<file path="src/hdl/bfa_pkg.sv">
// Package with sizes, codes and shared types of the best-fit allocator.
package bfa_pkg;
    localparam int HEAP_SLOTS = 1024;
    localparam int MAX_FREE_BLOCKS = 512;
    localparam int STALE_DEPTH = 64;
    localparam int OFF_W = $clog2(HEAP_SLOTS);
    localparam int SIZE_W = $clog2(HEAP_SLOTS + 1);
    localparam int IDX_W = $clog2(MAX_FREE_BLOCKS);
    localparam int TOT_W = $clog2(MAX_FREE_BLOCKS + 1);
    localparam int SQ_W = $clog2(STALE_DEPTH);
    localparam int SQC_W = $clog2(STALE_DEPTH + 1);
    localparam int FRAME_W = 32;
    localparam int ADDR_W = 48;
    localparam int STRIDE_W = 9;
    localparam int CFG_W = 48;
    localparam int CFG_IDX_W = 2;

    localparam logic [1:0] OP_ALLOC = 2'd0;
    localparam logic [1:0] OP_FREE = 2'd1;
    localparam logic [1:0] OP_RELEASE = 2'd2;

    localparam logic [1:0] ST_OK = 2'd0;
    localparam logic [1:0] ST_FEW = 2'd1;
    localparam logic [1:0] ST_NOFIT = 2'd2;
    localparam logic [1:0] ST_QFULL = 2'd3;

    localparam logic [CFG_IDX_W-1:0] REG_HEAP_SIZE = 2'd0;
    localparam logic [CFG_IDX_W-1:0] REG_BASE = 2'd1;
    localparam logic [CFG_IDX_W-1:0] REG_STRIDE = 2'd2;

    typedef enum logic [4:0] {
        S_INIT, S_IDLE, S_DECODE,
        S_SRCH_RD, S_SRCH, S_SRCH_END, S_ALLOC_RD, S_ALLOC_WR,
        S_SHIFT_RD, S_SHIFT_WR, S_INS_RD, S_INS_WR, S_MUL, S_MUL2,
        S_REL_HEAD, S_REL_CHK, S_REL_FIND_RD, S_REL_FIND, S_REL_NEXT_RD,
        S_REL_NEXT, S_REL_APPLY, S_REL_POP, S_DONE
    } state_t;

    // Commands from the controller to the datapath.
    typedef struct packed {
        logic init;       // reinitialize the table
        logic latch_req;  // capture the input beat
        logic rd_idx;     // read table entry at scan index
        logic scan_clr;   // start a scan at entry zero
        logic scan_inc;
        logic srch_eval;  // compare the read entry for best fit
        logic rd_best;
        logic alloc_wr;   // shrink the best entry
        logic sh_dn_rd;   // read entry k+1 for removal
        logic sh_dn_wr;
        logic sh_up_rd;   // read entry k-1 for insertion
        logic sh_up_wr;
        logic ins_wr;     // write new entry at position p
        logic mul;
        logic mul2;
        logic q_push;
        logic q_rd;
        logic rel_load;   // clip the popped block
        logic find_eval;
        logic rd_prev;
        logic next_eval;
        logic rel_apply;
        logic q_pop;
        logic set_status;
        logic [1:0] status;
        logic out_fill;
    } cmd_t;

    // Status from the datapath to the controller.
    typedef struct packed {
        logic [1:0] op;
        logic cnt_zero;
        logic cnt_gt_free;
        logic found;
        logic scan_done;     // scan index reached the table total
        logic best_exact;
        logic sh_dn_done;
        logic sh_up_done;
        logic q_full;
        logic q_empty;
        logic head_due;      // head frame at or below threshold
        logic blk_bad;       // size zero or offset at or beyond heap size
        logic find_stop;     // entry offset above block offset
        logic has_prev;
        logic conflict;
        logic need_insert;   // no merge and table has room
        logic drop_full;
        logic mrg_both;
    } stat_t;
endpackage

</file>
<file path="src/hdl/bfa_controller.sv">
// Controller state machine of the allocator.
module bfa_controller (
    input  logic clk,
    input  logic rst_n,
    input  logic cfg_we,
    input  logic [bfa_pkg::CFG_IDX_W-1:0] cfg_index,
    input  logic in_valid,
    output logic in_ready,
    output logic out_valid,
    input  logic out_ready,
    input  bfa_pkg::stat_t stat,
    output bfa_pkg::cmd_t cmd
);
    bfa_pkg::state_t state_reg, state_next;
    logic ov_reg, ov_next;
    logic rm_reg, rm_next;   // removal was started by the release path

    always_ff @(posedge clk or negedge rst_n)
    begin
        if (!rst_n)
        begin
            state_reg <= bfa_pkg::S_INIT;
            ov_reg <= 1'b0;
            rm_reg <= 1'b0;
        end
        else
        begin
            state_reg <= state_next;
            ov_reg <= ov_next;
            rm_reg <= rm_next;
        end
    end

    assign out_valid = ov_reg;

    always_comb
    begin
        state_next = state_reg;
        rm_next = rm_reg;
        ov_next = ov_reg && !out_ready;
        cmd = '0;
        in_ready = 1'b0;
        case (state_reg)
            bfa_pkg::S_INIT:
            begin
                cmd.init = 1'b1;
                state_next = bfa_pkg::S_IDLE;
            end
            bfa_pkg::S_IDLE:
            begin
                in_ready = !ov_reg || out_ready;
                if (cfg_we && cfg_index == bfa_pkg::REG_HEAP_SIZE)
                begin
                    in_ready = 1'b0;
                    state_next = bfa_pkg::S_INIT;
                end
                else if (in_valid && in_ready)
                begin
                    cmd.latch_req = 1'b1;
                    state_next = bfa_pkg::S_DECODE;
                end
            end
            bfa_pkg::S_DECODE:
            begin
                cmd.set_status = 1'b1;
                cmd.status = bfa_pkg::ST_OK;
                cmd.scan_clr = 1'b1;
                state_next = bfa_pkg::S_DONE;
                case (stat.op)
                    bfa_pkg::OP_ALLOC:
                    begin
                        if (stat.cnt_zero)
                            cmd.status = bfa_pkg::ST_NOFIT;
                        else if (stat.cnt_gt_free)
                            cmd.status = bfa_pkg::ST_FEW;
                        else
                            state_next = bfa_pkg::S_SRCH_RD;
                    end
                    bfa_pkg::OP_FREE:
                    begin
                        if (stat.q_full)
                            cmd.status = bfa_pkg::ST_QFULL;
                        else
                            cmd.q_push = 1'b1;
                    end
                    bfa_pkg::OP_RELEASE: state_next = bfa_pkg::S_REL_HEAD;
                    default: ;
                endcase
            end
            bfa_pkg::S_SRCH_RD:
            begin
                if (stat.scan_done)
                    state_next = bfa_pkg::S_SRCH_END;
                else
                begin
                    cmd.rd_idx = 1'b1;
                    cmd.scan_inc = 1'b1;
                    state_next = bfa_pkg::S_SRCH;
                end
            end
            bfa_pkg::S_SRCH:
            begin
                cmd.srch_eval = 1'b1;
                state_next = bfa_pkg::S_SRCH_RD;
            end
            bfa_pkg::S_SRCH_END:
            begin
                if (stat.found)
                begin
                    cmd.rd_best = 1'b1;
                    state_next = bfa_pkg::S_ALLOC_RD;
                end
                else
                begin
                    cmd.set_status = 1'b1;
                    cmd.status = bfa_pkg::ST_NOFIT;
                    state_next = bfa_pkg::S_DONE;
                end
            end
            bfa_pkg::S_ALLOC_RD: state_next = bfa_pkg::S_ALLOC_WR;
            bfa_pkg::S_ALLOC_WR:
            begin
                cmd.alloc_wr = 1'b1;
                rm_next = 1'b0;
                state_next = stat.best_exact ? bfa_pkg::S_SHIFT_RD : bfa_pkg::S_MUL;
            end
            bfa_pkg::S_SHIFT_RD:
            begin
                if (stat.scan_done)
                    state_next = rm_reg ? bfa_pkg::S_REL_POP : bfa_pkg::S_MUL;
                else
                begin
                    cmd.sh_dn_rd = 1'b1;
                    state_next = bfa_pkg::S_SHIFT_WR;
                end
            end
            bfa_pkg::S_SHIFT_WR:
            begin
                cmd.sh_dn_wr = 1'b1;
                state_next = bfa_pkg::S_SHIFT_RD;
            end
            bfa_pkg::S_INS_RD:
            begin
                if (stat.sh_up_done)
                begin
                    cmd.ins_wr = 1'b1;
                    state_next = bfa_pkg::S_REL_POP;
                end
                else
                begin
                    cmd.sh_up_rd = 1'b1;
                    state_next = bfa_pkg::S_INS_WR;
                end
            end
            bfa_pkg::S_INS_WR:
            begin
                cmd.sh_up_wr = 1'b1;
                state_next = bfa_pkg::S_INS_RD;
            end
            bfa_pkg::S_MUL:
            begin
                cmd.mul = 1'b1;
                state_next = bfa_pkg::S_MUL2;
            end
            bfa_pkg::S_MUL2:
            begin
                cmd.mul2 = 1'b1;
                state_next = bfa_pkg::S_DONE;
            end
            bfa_pkg::S_REL_HEAD:
            begin
                if (stat.q_empty)
                    state_next = bfa_pkg::S_DONE;
                else
                begin
                    cmd.q_rd = 1'b1;
                    state_next = bfa_pkg::S_REL_CHK;
                end
            end
            bfa_pkg::S_REL_CHK:
            begin
                if (!stat.head_due)
                    state_next = bfa_pkg::S_DONE;
                else if (stat.blk_bad)
                    state_next = bfa_pkg::S_REL_POP;
                else
                begin
                    cmd.rel_load = 1'b1;
                    cmd.scan_clr = 1'b1;
                    state_next = bfa_pkg::S_REL_FIND_RD;
                end
            end
            bfa_pkg::S_REL_FIND_RD:
            begin
                if (stat.scan_done)
                begin
                    cmd.rd_prev = 1'b1;
                    state_next = bfa_pkg::S_REL_NEXT_RD;
                end
                else
                begin
                    cmd.rd_idx = 1'b1;
                    cmd.scan_inc = 1'b1;
                    state_next = bfa_pkg::S_REL_FIND;
                end
            end
            bfa_pkg::S_REL_FIND:
            begin
                // Table is sorted: stop at the first entry above the block.
                if (stat.find_stop)
                begin
                    cmd.rd_prev = 1'b1;
                    state_next = bfa_pkg::S_REL_NEXT_RD;
                end
                else
                begin
                    cmd.find_eval = 1'b1;
                    state_next = bfa_pkg::S_REL_FIND_RD;
                end
            end
            bfa_pkg::S_REL_NEXT_RD:
            begin
                // The read of entry p (next) was issued by rd_prev at index p.
                state_next = bfa_pkg::S_REL_NEXT;
            end
            bfa_pkg::S_REL_NEXT:
            begin
                cmd.next_eval = 1'b1;
                state_next = stat.conflict ? bfa_pkg::S_REL_POP : bfa_pkg::S_REL_APPLY;
            end
            bfa_pkg::S_REL_APPLY:
            begin
                cmd.rel_apply = 1'b1;
                rm_next = 1'b1;
                if (stat.mrg_both)
                    state_next = bfa_pkg::S_SHIFT_RD;
                else if (stat.need_insert)
                    state_next = bfa_pkg::S_INS_RD;
                else
                    state_next = bfa_pkg::S_REL_POP;
            end
            bfa_pkg::S_REL_POP:
            begin
                cmd.q_pop = 1'b1;
                state_next = bfa_pkg::S_REL_HEAD;
            end
            bfa_pkg::S_DONE:
            begin
                if (!ov_reg || out_ready)
                begin
                    cmd.out_fill = 1'b1;
                    ov_next = 1'b1;
                    state_next = bfa_pkg::S_IDLE;
                end
            end
            default: state_next = bfa_pkg::S_INIT;
        endcase
    end
endmodule

</file>
<file path="config.mk">
export PLATFORM = sky130hd
export DESIGN_NAME = bfa_controller
export DESIGN_NICKNAME = d
export VERILOG_FILES = /design/src/hdl/bfa_pkg.sv /design/src/hdl/bfa_controller.sv
export SDC_FILE = /design/constraint.sdc
export NUM_CORES = 1
export LEC_CHECK = 0
export BUFFER_PORTS_ARGS = -buffer_cell sky130_fd_sc_hd__buf_2
export CAP_MARGIN = 10
export CORE_MARGIN = 1.5
export CORE_UTILIZATION = 46
export CTS_CLUSTER_SIZE = 25
export DETAILED_ROUTE_END_ITERATION = 6
export PLACE_DENSITY = 0.89
export SETUP_SLACK_MARGIN = 0.5
export SYNTH_ARGS = -nofsm -noshare
export SYNTH_HDL_FRONTEND = slang
export SYNTH_SLANG_ARGS = --single-unit
</file>
<file path="constraint.sdc">
create_clock -name clk -period 2.69 [get_ports clk]
set_clock_uncertainty 0.15 [all_clocks]
set_input_delay 0.1345 -clock clk [delete_from_list [all_inputs] [get_ports clk]]
set_output_delay 0.1345 -clock clk [all_outputs]
set_load 0.02 [all_outputs]
</file>
---- After elaboration in Yosys (flattened, before gate mapping) ----
Cells that the tools add are included.
word-level totals
  bits in registers ....................... 7
  input port bits ......................... 26
  output and inout port bits .............. 29
  word-level logic and storage cells ...... 111
cells by class
  equal/unequal tests ..................... 26
  mux-type cells .......................... 70
  reductions and logical operators ........ 12
operators by type and width
  cell                                                              count
  5-bit case mux with 23 select lines                               1
  5-bit 2-to-1 mux                                                  13
  1-bit 2-to-1 mux                                                  43
  5-bit by 4-bit == test with 1-bit output (second input constant)  8
  5-bit == test (second input constant)                             7
  5-bit by 3-bit == test with 1-bit output (second input constant)  4
  5-bit by 2-bit == test with 1-bit output (second input constant)  2
  5-bit case mux with 2 select lines                                1
  3-bit 2-to-1 mux                                                  3
  2-bit 2-to-1 mux                                                  4
  1-bit case mux with 2 select lines                                3
  3-bit case mux with 2 select lines                                1
  5-bit by 1-bit == test with 1-bit output (second input constant)  1
  5-bit logical NOT                                                 1
  2-bit logical NOT                                                 2
  2-bit case mux with 2 select lines                                1
  1-bit logical AND                                                 3
  3-bit != test (second input constant)                             1
  2-bit by 1-bit == test with 1-bit output (second input constant)  1
  2-bit == test (second input constant)                             1
  1-bit logical NOT                                                 2
  2-bit != test (second input constant)                             1
  2-bit AND reduction                                               1
  2-bit nonzero test                                                1
  other kinds (2)                                                   2

---- Depth between registers and ports, before layout ----
Gate-level depths: netlist of the first run.
  depth in word-level cells ............... 6
  gate-level depth with buffers ........... 7
  mapped depth without buffers ............ 5

---- Worst setup path after synthesis of the first run ----
Ideal clock, no wire load.
  path type ............................... reg-to-output
  start point ............................. reg state_reg[0]
  end point ............................... out cmd[24] (netlist name)
  arrival ................................. 2.129 ns
  required time ........................... 2.406 ns
  slack ................................... 0.276 ns
  stages on the path, launching flop included .. 8
  buffers on the path ..................... 3
  cell sequence ........................... dfrtp_1 clkbuf_1 buf_1 nand2_1 nor2_1 a21oi_1 nor4_1 buf_4
RTL lines
  item                    RTL line              source
  from (decl)             bfa_controller.sv:14  bfa_pkg::state_t state_reg, state_next;
  from (signal assigned)  bfa_controller.sv:22  state_reg <= bfa_pkg::S_INIT;
  from (signal assigned)  bfa_controller.sv:28  state_reg <= state_next;
  to (decl)               bfa_controller.sv:12  output bfa_pkg::cmd_t cmd

---- Worst setup path in the final report of the first run ----
  start point ............................. reg state_reg[2]
  end point ............................... out in_ready
on the way
  word-level cells in the longest chain between the ends .. 2
RTL lines
  item                                      RTL line              source
  5-bit by 1-bit == test with 1-bit output  bfa_controller.sv:43  case (state_reg)
  1-bit 2-to-1 mux                          bfa_controller.sv:43
  to (decl)                                 bfa_controller.sv:8   output logic in_ready,
No other way between the ends.

==> results of run 1 <==
[where the power goes]
part           switching (mW)  internal, mW
logic                   0.674         0.383
clock network          0.0357        0.0564
registers              0.0798         0.157
[metal layers]
layer / part of all wire (%) / routed length, um / track usage (%)
met1: 39 / 1369 / 37.66
met2: 49 / 1729 / 45.51
met3: 11 / 384 / 4.094
met4: 1.8 / 63 / 7.456
met5: 0 / 0 / 0
[critical path, stage by stage (launching register included)]
cell,delay [ns]
dfrtp_2,0.40
or3b_4,0.42
or4_4,0.50
nor2_1,0.09
buf_2,0.16
[final cells by class]
| class | count | area, um2 | share of cell area (%) |
|---|---|---|---|
| Multi-Input combinational cell | 144 | 830.8 | 58.76 |
| Clock buffer | 4 | 26.28 | 1.858 |
| Tap cell | 28 | 35.03 | 2.478 |
| Sequential cell | 7 | 178.9 | 12.65 |
| Inverter | 7 | 30.03 | 2.124 |
| Timing Repair Buffer | 58 | 312.8 | 22.12 |
[synth_stat cells]
cell type / count / area share [%]
or3_1: 2 / 1.2
mux2i_1: 1 / 0.93
a22oi_1: 2 / 1.4
a311o_1: 1 / 0.93
a211oi_1: 1 / 0.69
nor2b_1: 3 / 1.7
buf_4: 2 / 1.4
nand4_1: 2 / 1.2
or4_4: 1 / 1.0
a32oi_1: 1 / 0.81
nor4bb_1: 1 / 0.93
inv_1: 7 / 2.4
o22ai_1: 2 / 1.2
nor3b_1: 1 / 0.69
nand3_1: 7 / 3.2
o21ai_0: 10 / 4.6
nor3_1: 13 / 6.0
a21oi_1: 11 / 5.1
nand2_1: 16 / 5.6
o2111ai_1: 2 / 1.6
buf_1: 4 / 1.4
or4_1: 1 / 0.69
or3b_4: 1 / 1.0
buf_6: 1 / 1.0
nor2_1: 28 / 9.7
o21a_1: 1 / 0.69
o311a_1: 2 / 1.9
and3_1: 4 / 2.3
nand2b_1: 8 / 4.6
o2bb2ai_1: 1 / 0.81
or2_2: 1 / 0.58
o32ai_1: 3 / 2.4
clkbuf_1: 8 / 2.8
nor4_1: 6 / 3.5
a2111oi_0: 2 / 1.6
nand4b_1: 1 / 0.81
nand2b_4: 1 / 1.3
a31oi_1: 7 / 4.1
dfrtp_1: 7 / 16
[path summary, 6_finish.rpt]
check                                    end  slack, ns
worst max-delay path                in_ready       0.58
worst min register to register     out_valid       0.46
min in group asynchronous          out_valid       0.11
worst min-delay path            state_reg[3]       0.04
max in group asynchronous       state_reg[4]       2.11
worst max register to register  state_reg[2]       0.69
[cells by family after synthesis]
| family | share of synthesized area [%] |
|---|---|
| and+or+nand+nor | 46.07 |
| muxes | 0.9260 |
| DFF | 16.20 |
| buffers and inverters | 9.027 |
| AOI/OAI and AO/OA | 27.78 |
[timing repair]
action	in CTS	in global routing
setup buffers	0	1
setup endpoints to repair	3	12
pin swaps	0	0
resized for setup	2	8
hold endpoints to repair	7	0
hold buffers	1	0
==> flow_metrics.tcl, run 1 <==
set metrics [dict create \
    rows 17 \
    viasPerCell 6.125 \
    fin_crit_ns 2.106 \
    yosysWarnings 0 \
    layout_commonest_cell "buf_2" \
    tns_ns 0 \
    p_leak_nw 0.6750 \
    hold_path.startpoint "stat[2]" \
    clk_pin_slew_ns 0.05 \
    drc 0 \
    synth_area_per_cell_um2 6.249 \
    cts_made_buffers 3 \
    final_cell_mix "buf_2 (50), nor2_1 (26), nand2_1 (16)" \
    first_pass_iters 5 \
    period_share_pct 78.28 \
    status "finished, final reports clean" \
    cp-start-kind "flip-flop" \
    die_y_um 51.48 \
    clk_root_buffer_cell "clkbuf_4" \
    ioPinCount 55 \
    reg2regPathDepth 6 \
    drv_slew 0 \
    setup_viol 0 \
    maxCapViolCount 0 \
    syn_area_mm2 0.001081 \
    gp_congestion 0.9558 \
    final_cells 248 \
    dp_cells 242 \
    areaGrowthSynthToFinish_pct 30.79 \
    critical_path_class "flip-flop to primary output" \
    worstMarginPinSlew_ns 0.4339 \
    setup_ws_ns 0.5843 \
    grt_pass1_wl_um 5733 \
    pre_cts_ws_ns 0.6253 \
    gr-total-overflow 0 \
    clk_path_buf_depth 2 \
    ant_nets 0 \
    crit_required_ns 2.41 \
    synth_cell_types 39 \
    routed-via-count 1519 \
    grt_setup_unrepaired "true" \
    core_area_mm2 0.002212 \
    hp-class "primary input to flip-flop" \
    p_total_mw 1.386 \
    fin_util_pct 63.91 \
    min_path_cells 3 \
    place_hpwl_um 2603 \
    drive_above_1_share_pct 33.64 \
    numPortBuffers 51 \
    final_nets 247 \
    grt_antenna_before_repair 0 \
    hold_viol_final 0 \
    dieArea_mm2 0.002650 \
    ys_ff_latch 7 \
    largest_register_ff_count 5 \
    worstSetupStartpoint "state_reg[2]" \
    diodes 0 \
    power_per_cell_area_mw_per_mm2 980.3 \
    drt_wl_total_um 3547 \
    critPathArrivalTime_ns 1.82 \
    wire_per_inst_um 14.30 \
    track_usage_pct 27.71 \
    clkSinkCount 7 \
    grt_max_degree 33 \
    tritoncts "done" \
    crit_fanout 4 \
    start_util_pct 48.87 \
    syn_nets 199 \
    insertion_delay_ns 0.25 \
    num-fill-cells 211 \
    clock.fmax_mhz 474.9 \
    place_area_mm2 0.001345 \
    cp-end-kind "primary output" \
    ys_seq_area_share_pct 16.20 \
    reg2reg_from "state_reg[3]" \
    syn_inst 173 \
    fin_area_mm2 0.001414 \
    peakVddDrop_uv 814.0 \
    drtIter0Drc 100 \
    die_w_um 51.48 \
    slew_headroom_pct 70.32 \
    cts_htree_levels 1 \
    grt_pass1_vias 1335 \
    whs_ns 0.03989 \
]
Power figures use the tool's default switching activity.
==> inputs of run 2 (changes only) <==
--- a/config.mk
+++ b/config.mk
@@ -5,13 +5,14 @@
 export SDC_FILE = /design/constraint.sdc
 export NUM_CORES = 1
 export LEC_CHECK = 0
+export ABC_AREA = 1
 export BUFFER_PORTS_ARGS = -buffer_cell sky130_fd_sc_hd__buf_2
 export CAP_MARGIN = 10
 export CORE_MARGIN = 1.5
-export CORE_UTILIZATION = 46
+export CORE_UTILIZATION = 41
 export CTS_CLUSTER_SIZE = 25
 export DETAILED_ROUTE_END_ITERATION = 6
-export PLACE_DENSITY = 0.89
+export PLACE_DENSITY = 0.85
 export SETUP_SLACK_MARGIN = 0.5
 export SYNTH_ARGS = -nofsm -noshare
 export SYNTH_HDL_FRONTEND = slang
==> constraint.sdc (replaced) <==
create_clock -name clk -period 1.7 [get_ports clk]
set_clock_uncertainty 0.15 [all_clocks]
set_input_delay 0.085 -clock clk [delete_from_list [all_inputs] [get_ports clk]]
set_output_delay 0.085 -clock clk [all_outputs]
set_load 0.02 [all_outputs]
==> run 2 against run 1 <==
  * The run now ends with design-rule violations, negative hold slack, negative setup slack left
  * Critical path depth increased by 6
  * Count of clock-buffer cells in the layout unchanged
  * Combinational power increased by 140%
  * Final cell count grew 27%
  * Non-clock buffer count up 34
  * Sequential share of layout area fell by 4.1 points
  * Largest cell class unchanged
  * Highest routed layer unchanged
==> flow_metrics.tcl, run 2 <==
set metrics [dict create \
    num-fill-cells 137 \
    slew_headroom_pct 71.49 \
    cpMostUsedCell "nand2_1" \
    async_flop_share_pct 100.0 \
    synth_common_cells "nor2_1 (51), nand2_1 (46), inv_1 (30)" \
    die_w_um 53.24 \
    synthTopCellsByArea "nor2_1 (19%), dfrtp_1 (17%), nand2_1 (17%)" \
    maxCapViolCount 0 \
    grt_setup_unrepaired "true" \
    p_leak_nw 1.079 \
    routed-via-count 1774 \
    layout_commonest_cell "nand2_1" \
    synth_most_common_cell "nor2_1" \
    max_stage_delay_ns 0.45 \
    clk_root_buffer_cell "clkbuf_4" \
    hold_viol_final 1 \
    syn_nets 222 \
    grt_pass1_wl_um 6789 \
    crit_fanout 4 \
    clk_path_buf_depth 2 \
    cp-end-kind "flip-flop" \
    setup_ws_ns -0.1926 \
    critPathArrivalTime_ns 1.89 \
    ioPinCount 55 \
    yosys.area.top_type "nor2_1" \
    wire_per_inst_um 16.15 \
    peakVddDrop_uv 1232 \
    diodes 0 \
    cts_htree_levels 1 \
    crit_slowest_cell "dfrtp_2" \
    synth_top_area_share_pct 18.50 \
    ys_seq_area_share_pct 16.93 \
    path_cells "buf_4, nor2_2, nand3_1, buf_4, nor2_1, inv_1, nand2_1, nand2_1, nand2_1, nand2_1" \
    drt_wl_total_um 5088 \
    yosysWarnings 0 \
    ys_ff_latch 7 \
    power_per_cell_area_mw_per_mm2 1465 \
    gr-total-overflow 0 \
    status "complete, but fails checks" \
    worstMarginPinSlew_ns 0.4261 \
    drtIter0Drc 129 \
    period_share_pct 111.3 \
    core_area_mm2 0.002432 \
    grt_antenna_before_repair 0 \
    place_hpwl_um 2651 \
    synth_edf_count 0 \
    die_y_um 53.24 \
    tns_ns -2.392 \
    rows 18 \
    ant_nets 0 \
    track_usage_pct 32.78 \
    synth_cell_types 23 \
    fin_crit_ns 1.893 \
    final_cell_mix "nand2_1 (37), buf_4 (33), buf_2 (30)" \
    syn_inst 196 \
    cts_made_buffers 3 \
    final_nets 312 \
    multi_input_area_um2 985.9 \
    cp-start-kind "flip-flop" \
    tritoncts "done" \
    numPortBuffers 51 \
    whs_ns -0.01140 \
    grt_pass1_vias 1514 \
    first_pass_iters 7 \
    drc 1 \
    dieArea_mm2 0.002834 \
    grt_max_degree 9 \
    drv_slew 0 \
    largest_register_ff_count 5 \
    clkSinkCount 7 \
    ys.flop_type "dfrtp_1" \
    violations "design-rule violations, negative hold slack, negative setup slack" \
    gp_congestion 0.9646 \
    setup_viol 28 \
    insertion_delay_ns 0.27 \
    syn_area_mm2 0.001035 \
    synth_area_per_cell_um2 5.279 \
    clk_pin_slew_ns 0.06 \
    seq_area_um2 180.2 \
    viasPerCell 5.632 \
    clock.fmax_mhz 528.4 \
    areaGrowthSynthToFinish_pct 102.5 \
    critical_path_class "flip-flop to flip-flop" \
    crit_required_ns 1.70 \
    start_util_pct 42.54 \
    hp-class "primary input to flip-flop" \
    drive_above_1_share_pct 56.49 \
]
==> run 2: changes by cell type after synthesis, sizes merged, moves of 4 or more <==
cell    change
nor4        -6
nand2      +30
nor3        -4
nand4       +5
nand2b      -9
clkbuf      -7
a31oi       -6
nand3       +9
inv        +26
a21oi       -8
and3        -4
nor2       +24
==> run 2: power breakdown <==
group	switching (mW)	total (mW)	leakage, nW	internal (mW)
combinational	1.46	2.52	0.979	1.06
clock	0.0786	0.169	0.0150	0.0907
sequential	0.130	0.378	0.0846	0.248
==> run 2: cell type report <==
class / count / area share (%)
clock buffers: 4 / 1.254
inverters: 33 / 6.388
multi-input cells: 149 / 47.04
flip-flops and latches: 7 / 8.597
well taps: 30 / 1.791
repair buffers: 92 / 34.93
==> run 2: path summary, 6_finish.rpt <==
kind	from	slack [ns]	cells past startpoint	endpoint
worst min-delay path	cfg_we	-0.01	4	state_reg[0]
worst max-delay path	state_reg[3]	-0.19	10	state_reg[1]
max in group asynchronous	rst_n	1.21	2	state_reg[0]
worst max register to register	state_reg[3]	-0.19	10	state_reg[1]
min in group asynchronous	rst_n	0.02	2	rm_reg
worst min register to register	rm_reg	0.48	2	rm_reg
==> run 2: through the flow <==
stage	cell area (um2)	util, %	cells	setup WS, ns	total power, mW
floorplan	1182	-	196	0.08374	1.435
global placement	1496	61.52	281	0.04804	1.788
detailed placement	1496	61.52	281	0.02005	1.805
CTS	1931	79.37	308	-0.06617	2.597
global route	2096	86.16	315	-0.2794	3.222
finish	2096	86.16	315	-0.1926	3.070
==> run 2: timing repair <==
action	in CTS	in global routing
gates resized for setup	70	29
pin swaps	16	7
endpoints found under the setup margin	35	35
endpoints found under the hold margin	7	0
hold buffers	1	0
setup buffers	22	7
==> run 2: metal layers <==
layer,track usage [%],vias to the layer above,routed length (um)
met2,54.32,161,2403
li1,-,793,-
met3,6.497,46,545
met5,0,-,0
met1,39.62,774,1828
met4,16.67,0,311
==> run 2: critical path, delay by kind of cell (launching register included) <==
kind,cells,cell delay [ns]
buf+inv,3,0.43
flops,1,0.45
simple gates,7,0.75
==> run 2: kinds of logic after synthesis <==
| kind of cell | synth area share [%] |
|---|---|
| AO/OA/AOI/OAI | 7.981 |
| buffers and inverters | 17.53 |
| flip-flops | 16.93 |
| AND/OR/NAND/NOR | 57.56 |
